==> src/rtl/core/cpd_pkg.sv <==
// ----------------------------------------------------------------------------
// Cascade PID differential drive: shared package
// Types, register indexes, fixed constants, controller encodings and the
// saturation helpers used by the datapath.
// ----------------------------------------------------------------------------
package cpd_pkg;

  localparam int unsigned CFG_IDX_W = 4;
  localparam int unsigned NUM_REGS  = 8;

  typedef logic        [30:0] gain_t;
  typedef logic signed [31:0] q_t;

  typedef enum logic [2:0] {
    REG_POS_KP        = 3'd0,
    REG_POS_KI_DT     = 3'd1,
    REG_POS_KD_INV_DT = 3'd2,
    REG_VEL_KP        = 3'd3,
    REG_VEL_KI_DT     = 3'd4,
    REG_VEL_KD_INV_DT = 3'd5,
    REG_BASE_VELOCITY = 3'd6,
    REG_VEL_LIMIT     = 3'd7
  } reg_idx_t;

  localparam gain_t BASE_VELOCITY_RESET = 31'd65536;
  localparam gain_t VEL_LIMIT_RESET     = 31'd655360;

  localparam q_t INTEGRAL_BOUND = 32'sd655360;
  localparam q_t TARGET_OFFSET  = 32'sd0;
  localparam logic signed [16:0] TICKS_PER_SECOND = 17'sd32;

  localparam logic signed [63:0] Q_MAX64 = 64'sd2147483647;
  localparam logic signed [63:0] Q_MIN64 = -64'sd2147483648;

  typedef enum logic [1:0] {
    LOOP_OUTER = 2'd0,
    LOOP_LEFT  = 2'd1,
    LOOP_RIGHT = 2'd2
  } loop_t;

  typedef enum logic [2:0] {
    PH_IDLE = 3'd0,
    PH_PRE  = 3'd1,
    PH_A    = 3'd2,
    PH_B    = 3'd3,
    PH_C    = 3'd4,
    PH_D    = 3'd5
  } phase_t;

  typedef enum logic [3:0] {
    ST_IDLE = 4'd0,
    ST_PRE  = 4'd1,
    ST_OA   = 4'd2,
    ST_OB   = 4'd3,
    ST_OC   = 4'd4,
    ST_OD   = 4'd5,
    ST_LA   = 4'd6,
    ST_LB   = 4'd7,
    ST_LC   = 4'd8,
    ST_LD   = 4'd9,
    ST_RA   = 4'd10,
    ST_RB   = 4'd11,
    ST_RC   = 4'd12,
    ST_RD   = 4'd13
  } state_t;

  typedef struct packed {
    logic   load;
    phase_t phase;
    loop_t  loop;
  } cmd_t;

  typedef struct packed {
    logic out_busy;
  } status_t;

  function automatic logic signed [63:0] sx64(input q_t v);
    return {{32{v[31]}}, v};
  endfunction

  function automatic q_t sat32(input logic signed [63:0] v);
    q_t r;
    if (v > Q_MAX64) begin
      r = 32'sh7FFFFFFF;
    end else if (v < Q_MIN64) begin
      r = 32'sh80000000;
    end else begin
      r = v[31:0];
    end
    return r;
  endfunction

  function automatic gain_t clamp_vel(input logic signed [63:0] v, input gain_t hi);
    gain_t r;
    if (v < 64'sd0) begin
      r = '0;
    end else if (v > $signed({33'b0, hi})) begin
      r = hi;
    end else begin
      r = v[30:0];
    end
    return r;
  endfunction

endpackage

==> src/rtl/core/cpd_ctrl.sv <==
// ----------------------------------------------------------------------------
// Cascade PID differential drive: controller
// Sequences the outer loop and the two wheel loops through the shared
// multiplier, one step per state.
// ----------------------------------------------------------------------------
module cpd_ctrl (
  input  logic              clk,
  input  logic              rst,
  input  logic              in_valid,
  output logic              in_ready,
  input  cpd_pkg::status_t  status,
  output cpd_pkg::cmd_t     cmd
);
  import cpd_pkg::*;

  state_t state;
  state_t state_next;

  always_ff @(posedge clk) begin
    if (rst) begin
      state <= ST_IDLE;
    end else begin
      state <= state_next;
    end
  end

  always_comb begin
    state_next = state;
    unique case (state)
      ST_IDLE: if (in_valid) state_next = ST_PRE;
      ST_PRE:  state_next = ST_OA;
      ST_OA:   state_next = ST_OB;
      ST_OB:   state_next = ST_OC;
      ST_OC:   state_next = ST_OD;
      ST_OD:   state_next = ST_LA;
      ST_LA:   state_next = ST_LB;
      ST_LB:   state_next = ST_LC;
      ST_LC:   state_next = ST_LD;
      ST_LD:   state_next = ST_RA;
      ST_RA:   state_next = ST_RB;
      ST_RB:   state_next = ST_RC;
      ST_RC:   state_next = ST_RD;
      ST_RD:   if (!status.out_busy) state_next = ST_IDLE;
      default: state_next = ST_IDLE;
    endcase
  end

  always_comb begin
    in_ready  = (state == ST_IDLE);
    cmd.load  = in_valid && (state == ST_IDLE);
    cmd.phase = PH_IDLE;
    cmd.loop  = LOOP_OUTER;
    unique case (state)
      ST_IDLE: cmd.phase = PH_IDLE;
      ST_PRE:  cmd.phase = PH_PRE;
      ST_OA:   cmd.phase = PH_A;
      ST_OB:   cmd.phase = PH_B;
      ST_OC:   cmd.phase = PH_C;
      ST_OD:   cmd.phase = PH_D;
      ST_LA: begin
        cmd.phase = PH_A;
        cmd.loop  = LOOP_LEFT;
      end
      ST_LB: begin
        cmd.phase = PH_B;
        cmd.loop  = LOOP_LEFT;
      end
      ST_LC: begin
        cmd.phase = PH_C;
        cmd.loop  = LOOP_LEFT;
      end
      ST_LD: begin
        cmd.phase = PH_D;
        cmd.loop  = LOOP_LEFT;
      end
      ST_RA: begin
        cmd.phase = PH_A;
        cmd.loop  = LOOP_RIGHT;
      end
      ST_RB: begin
        cmd.phase = PH_B;
        cmd.loop  = LOOP_RIGHT;
      end
      ST_RC: begin
        cmd.phase = PH_C;
        cmd.loop  = LOOP_RIGHT;
      end
      ST_RD: begin
        cmd.phase = PH_D;
        cmd.loop  = LOOP_RIGHT;
      end
      default: cmd.phase = PH_IDLE;
    endcase
  end

  a_load_starts: assert property (@(posedge clk) disable iff (rst)
    cmd.load |=> state == ST_PRE)
    else $error("accepted item did not start the sequence");

  a_hold_final: assert property (@(posedge clk) disable iff (rst)
    (state == ST_RD && status.out_busy) |=> state == ST_RD)
    else $error("final step left while the output register was occupied");

  a_idle_no_work: assert property (@(posedge clk) disable iff (rst)
    (state == ST_IDLE) |-> cmd.phase == PH_IDLE)
    else $error("datapath step issued while idle");

endmodule

==> config.mk <==
export PLATFORM = sky130hd
export DESIGN_NAME = cpd_ctrl
export DESIGN_NICKNAME = d
export VERILOG_FILES = /design/src/rtl/core/cpd_pkg.sv /design/src/rtl/core/cpd_ctrl.sv
export SDC_FILE = /design/constraint.sdc
export NUM_CORES = 1
export LEC_CHECK = 0
export ABC_AREA = 1
export BUFFER_PORTS_ARGS = -buffer_cell sky130_fd_sc_hd__buf_2
export CORE_AREA = 2 2 39 41
export CTS_CLUSTER_SIZE = 20
export DETAILED_ROUTE_END_ITERATION = 10
export DIE_AREA = 0 0 41 43
export GPL_TIMING_DRIVEN = 0
export HOLD_SLACK_MARGIN = 0.05
export MAX_ROUTING_LAYER = met4
export PLACE_DENSITY = 0.4
export SLEW_MARGIN = 15
export SYNTH_ARGS = -nofsm -noshare
export SYNTH_HDL_FRONTEND = slang
export SYNTH_SLANG_ARGS = --single-unit
==> constraint.sdc <==
create_clock -name clk -period 1.6 [get_ports clk]
set_input_delay 0.08 -clock clk [delete_from_list [all_inputs] [get_ports clk]]
set_output_delay 0.08 -clock clk [all_outputs]
set_load 0.01 [all_outputs]
# After elaboration in Yosys (flattened, before gate mapping)
# Index checks and enable logic that the tools add are counted.
# W data, S select, Z words.
[op_classes]
n_reduce_logical = 9
n_eq_ne = 15
n_mux = 5
[op_table]
columns = ["op", "count"]
rows = [
  ["$pmux W4 S14", 1],
  ["$eq A4 B4 Y1 const B", 6],
  ["$eq A4 B3 Y1 const B", 4],
  ["$pmux W3 S5", 1],
  ["$reduce_or A3 Y1", 4],
  ["$eq A4 B2 Y1 const B", 2],
  ["$mux W4", 2],
  ["$reduce_or A4 Y1", 2],
  ["$eq A4 B1 Y1 const B", 1],
  ["$logic_not A4 Y1", 1],
  ["$ne A2 B2 Y1 const B", 2],
  ["$pmux W2 S2", 1],
  ["$reduce_and A2 Y1", 1],
  ["$logic_and A1 B1 Y1", 1],
]
[word_totals]
inputBits = 4
output_inout_bits = 7
reg_bits = 4
elab_cells = 30

# Depth between registers and ports, before layout
[logic_depth]
word_depth = 3
depth_mapped = 7
ltp_nobuf = 7

# Worst setup path before layout
# No wires, ideal clock.
[synth_timing]
path_type = "register -> register"
from = "reg state[1]"
to = "reg state[2]"
stages_incl_launch_ff = 8
n_path_buf = 0
required_ns = 1.486
synth_period_minus_slack_ns = 0.936
t_arrival_ns = 0.822
setup_time_ns = 0.114
path_slack_ns = 0.664
cell_sequence = "dfxtp_1 -> inv_1 -> nand2_1 -> nand2_1 -> nand2_1 -> nand3_2 -> nand2_1 -> nor2_2"
[synth_via]
elab_chain_len = 3
word_cells_on_any_way = 18
classes_between = "15 x eq/ne; 1 x mux; 2 x reduce/logical"
[synth_rtl]
columns = ["element", "line_no", "source"]
rows = [
  ["start, declared", "cpd_ctrl.sv:16", "state_t state;"],
  ["start signal, assigned", "cpd_ctrl.sv:23", "state <= state_next;"],
  ["$eq A4 B4 Y1 / $logic_not A4 Y1 (equally long branches)", "cpd_ctrl.sv:29", "unique case (state)"],
  ["$ne A2 B2 Y1 (no source line)", "--", ""],
  ["$reduce_and A2 Y1 (no source line)", "--", ""],
]
# Several ways; a longest one is shown, not always the timed one.
# A chain may end at the register's enable or synchronous reset.

==> implementation parameters <==
Parameter                              Value

Run status
  Run status    finished, final reports clean

Global routing
  Initial antenna violation count    0
  First-pass GRT wire length    959 µm
  Total grt overflow    0
  Pin count of the biggest net entering global routing    8
  Total global-route track usage    0.0905
  Via count of the first global-routing pass    248

Synth
  Syn Nets    54
  Cell Area, Synth    297 µm²
  Post-synthesis instance total    50
  Per-instance average area after synthesis    5.93 µm²
  Top-area cell type share of the netlist area    0.270
  Count of distinct cell types in the synthesized netlist    12
  Synthesis-stage register bit count    4
  Yosys top cell by area    dfxtp_1
  Part of the Yosys area used for sequential elements    0.270
  Top cells by area in the synthesized netlist    dfxtp_1 (27%), inv_1 (16%), nand2_1 (14%)
  Number of warning messages in the yosys log    0

Clock network
  TritonCTS clock tree    done
  Cell at the root of the clock tree    clkbuf_4
  Buffers from clock root to sink, at most    2
  Clk sink count    4
  CTS clk-pin slew, worst paths    0.03 ns
  Level count of the clock H-tree    1
  Worst-Skew Late Latency    0.24 ns
  Clock buffers created by TritonCTS    3
  Postcts setup bufs    0

Layout
  Growth of design area from synthesis to finish    34.6%
  Registers with the most flip-flops    state x4
  Commonest non-fill, non-tap cells in the layout    inv_1 (13), nand2_1 (11), buf_2 (10)
  Final core utilization    0.288
  Largest register FFs    4
  Leading cell type in the layout, fill and taps excluded    inv_1
  Fillers    158
  Final layout net count    70
  Top reg by flops    state
  Share of layout cells above drive strength 1    0.328
  Count of placed standard cells in the final layout, fillers left out    80
  Number of antenna repair diodes    0

Power and ir drop
  Power per cell area    797 nW/µm²
  Internal power component    0.000223 W
  Share of power burned in the clock network    0.388
  Sequential power share    0.375
  Switching power as a share of total power    0.300
  Switching component of the power    0.0000956 W
  Combinational Power Share    0.237
  Maximum resistive drop on vdd    0.266 mV
  Leakage power of the design    0.242 nW

STA
  Unrepaired setup endpoints after global routing    false
  Setup ws final    0.364 ns
  Final hold violation count    0
  Setup total negative slack    0 ns
  Clock Skews    0.00339 ns
  Total setup violations reported at the end of the flow    0
  Worst slew margin relative to its limit    0.840
  Share of the clock period used by the worst path after layout    0.772
  Final slew viol count    0
  Achievable Freq    0.809 GHz
  Transition time at the pin with the least slew margin    0.240 ns
  Shortest clock period the worst path allows after layout    1.24 ns

Setup path
  Maximum fanout count along the critical path    7
  Required @ worst endpoint    1.52 ns
  Crit start category    flip-flop
  Worst reg-to-reg path cell count    7
  Worst R2R Setup Slack    0.55 ns
  Worst r2r dst    state[2]
  Crit path capture type    primary output
  Startpoint of the worst register-to-register path    state[2]
  Critical Setup Path Class    reg -> out
  CP arrival    1.16 ns

Die
  Die width    41 µm
  Number of top-level pins    11
  Area of the die    1760 µm²
  Core area    1380 µm²
  Vertical die dimension    43 µm
  # rows    14
  Starting density of the core    0.214

Place
  Final HPWL from detailed placement    512 µm
  Final GP Congestion    0.787
  Post-placement worst setup slack    0.540 ns
  Total instance count after detailed placement    76
  Count of input and output buffers    10

Run
  Max-Cap Viols    0

Routing
  WL final    584 µm
  DRC viols    0
  Antenna Nets Post-Route    0
  Violation count after the first detailed-route iteration    3
  Detailed-router iteration count before antenna repair    3
  Average wire per standard cell    7.30 µm
  Detailed-route via count    322
  Drt via density    4.03

Worst hold path
  Cell depth of the worst min-delay path    5
  Class of the tightest hold or removal check    in -> reg
  Endpoint with the worst hold slack    state[0]
  Hold wc startpoint    status
-- critical path: stages, from the launching register on --
cell and delay, ns:
dfxtp_1 0.44, inv_1 0.13, o21ai_0 0.17, inv_1 0.05, buf_2 0.13
-- worst max-delay path by stage --
stage,startpoint,endpoint
3_3_place_gp,state[1],state[2]
3_5_place_dp,state[1],state[2]
6_report,state[1],cmd[2]
5_1_grt,state[1],cmd[2]
4_1_cts,state[1],cmd[2]
2_1_floorplan,state[1],state[2]
-- stage by stage --
| stage | hold WS, ns | power, W | area (µm²) |
|---|---|---|---|
| 6_report | 0.239 | 0.000318 | 399 |
| 5_1_grt | 0.277 | 0.000345 | 399 |
| 4_1_cts | 0.244 | 0.000326 | 399 |
| 3_5_place_dp | 0.277 | 0.000196 | 367 |
| 3_3_place_gp | 0.271 | 0.000198 | 367 |
| 2_1_floorplan | 0.158 | 0.000169 | 297 |
-- layer usage --
metal	global-route usage	vias up	share of wire
met5	-	-	0
met4	0.0800	0	0.026
met3	0.0471	2	0.086
met2	0.106	9	0.44
met1	0.106	133	0.44
li1	-	178	-
-- cell families after synthesis --
logic type | after synthesis | synth area share
buffers and inverters | 13 | 0.165
AO/OA/AOI/OAI | 5 | 0.0928
flip-flops | 4 | 0.270
AND/OR/NAND/NOR | 28 | 0.473
-- Yosys cell counts --
master     n
dfxtp_1    4
inv_1     13
o21ai_0    3
nand3_2    3
nor2_2     3
nor2_1     7
nor4_1     1
nand2_2    2
nand2_1   11
a21oi_1    1
o21bai_1   1
nand3_1    1
-- power by group through the flow --
stage                     clock, W  sequential [W]  combinational (W)
after floorplan                  0        0.000118          0.0000507
after global placement           0        0.000122          0.0000759
after detailed placement         0        0.000121          0.0000754
after CTS                 0.000129        0.000119          0.0000774
after global routing      0.000137        0.000121          0.0000873
final                     0.000123        0.000119          0.0000753
-- repair_timing --
item,4_1_cts,5_1_grt
resized for setup,0,0
hold buffers,1,0
endpoints found under the hold margin,1,0
-- final cells by class --
| cell class | count | area [µm²] | area share |
|---|---|---|---|
| multi-input cells | 33 | 168 | 0.420 |
| inverters | 13 | 48.8 | 0.122 |
| well taps | 16 | 20.0 | 0.0502 |
| flip-flops and latches | 4 | 80.1 | 0.201 |
| clock buffers | 3 | 22.5 | 0.0564 |
| repair buffers | 11 | 60.1 | 0.150 |
(Power assumes the default switching activity.)
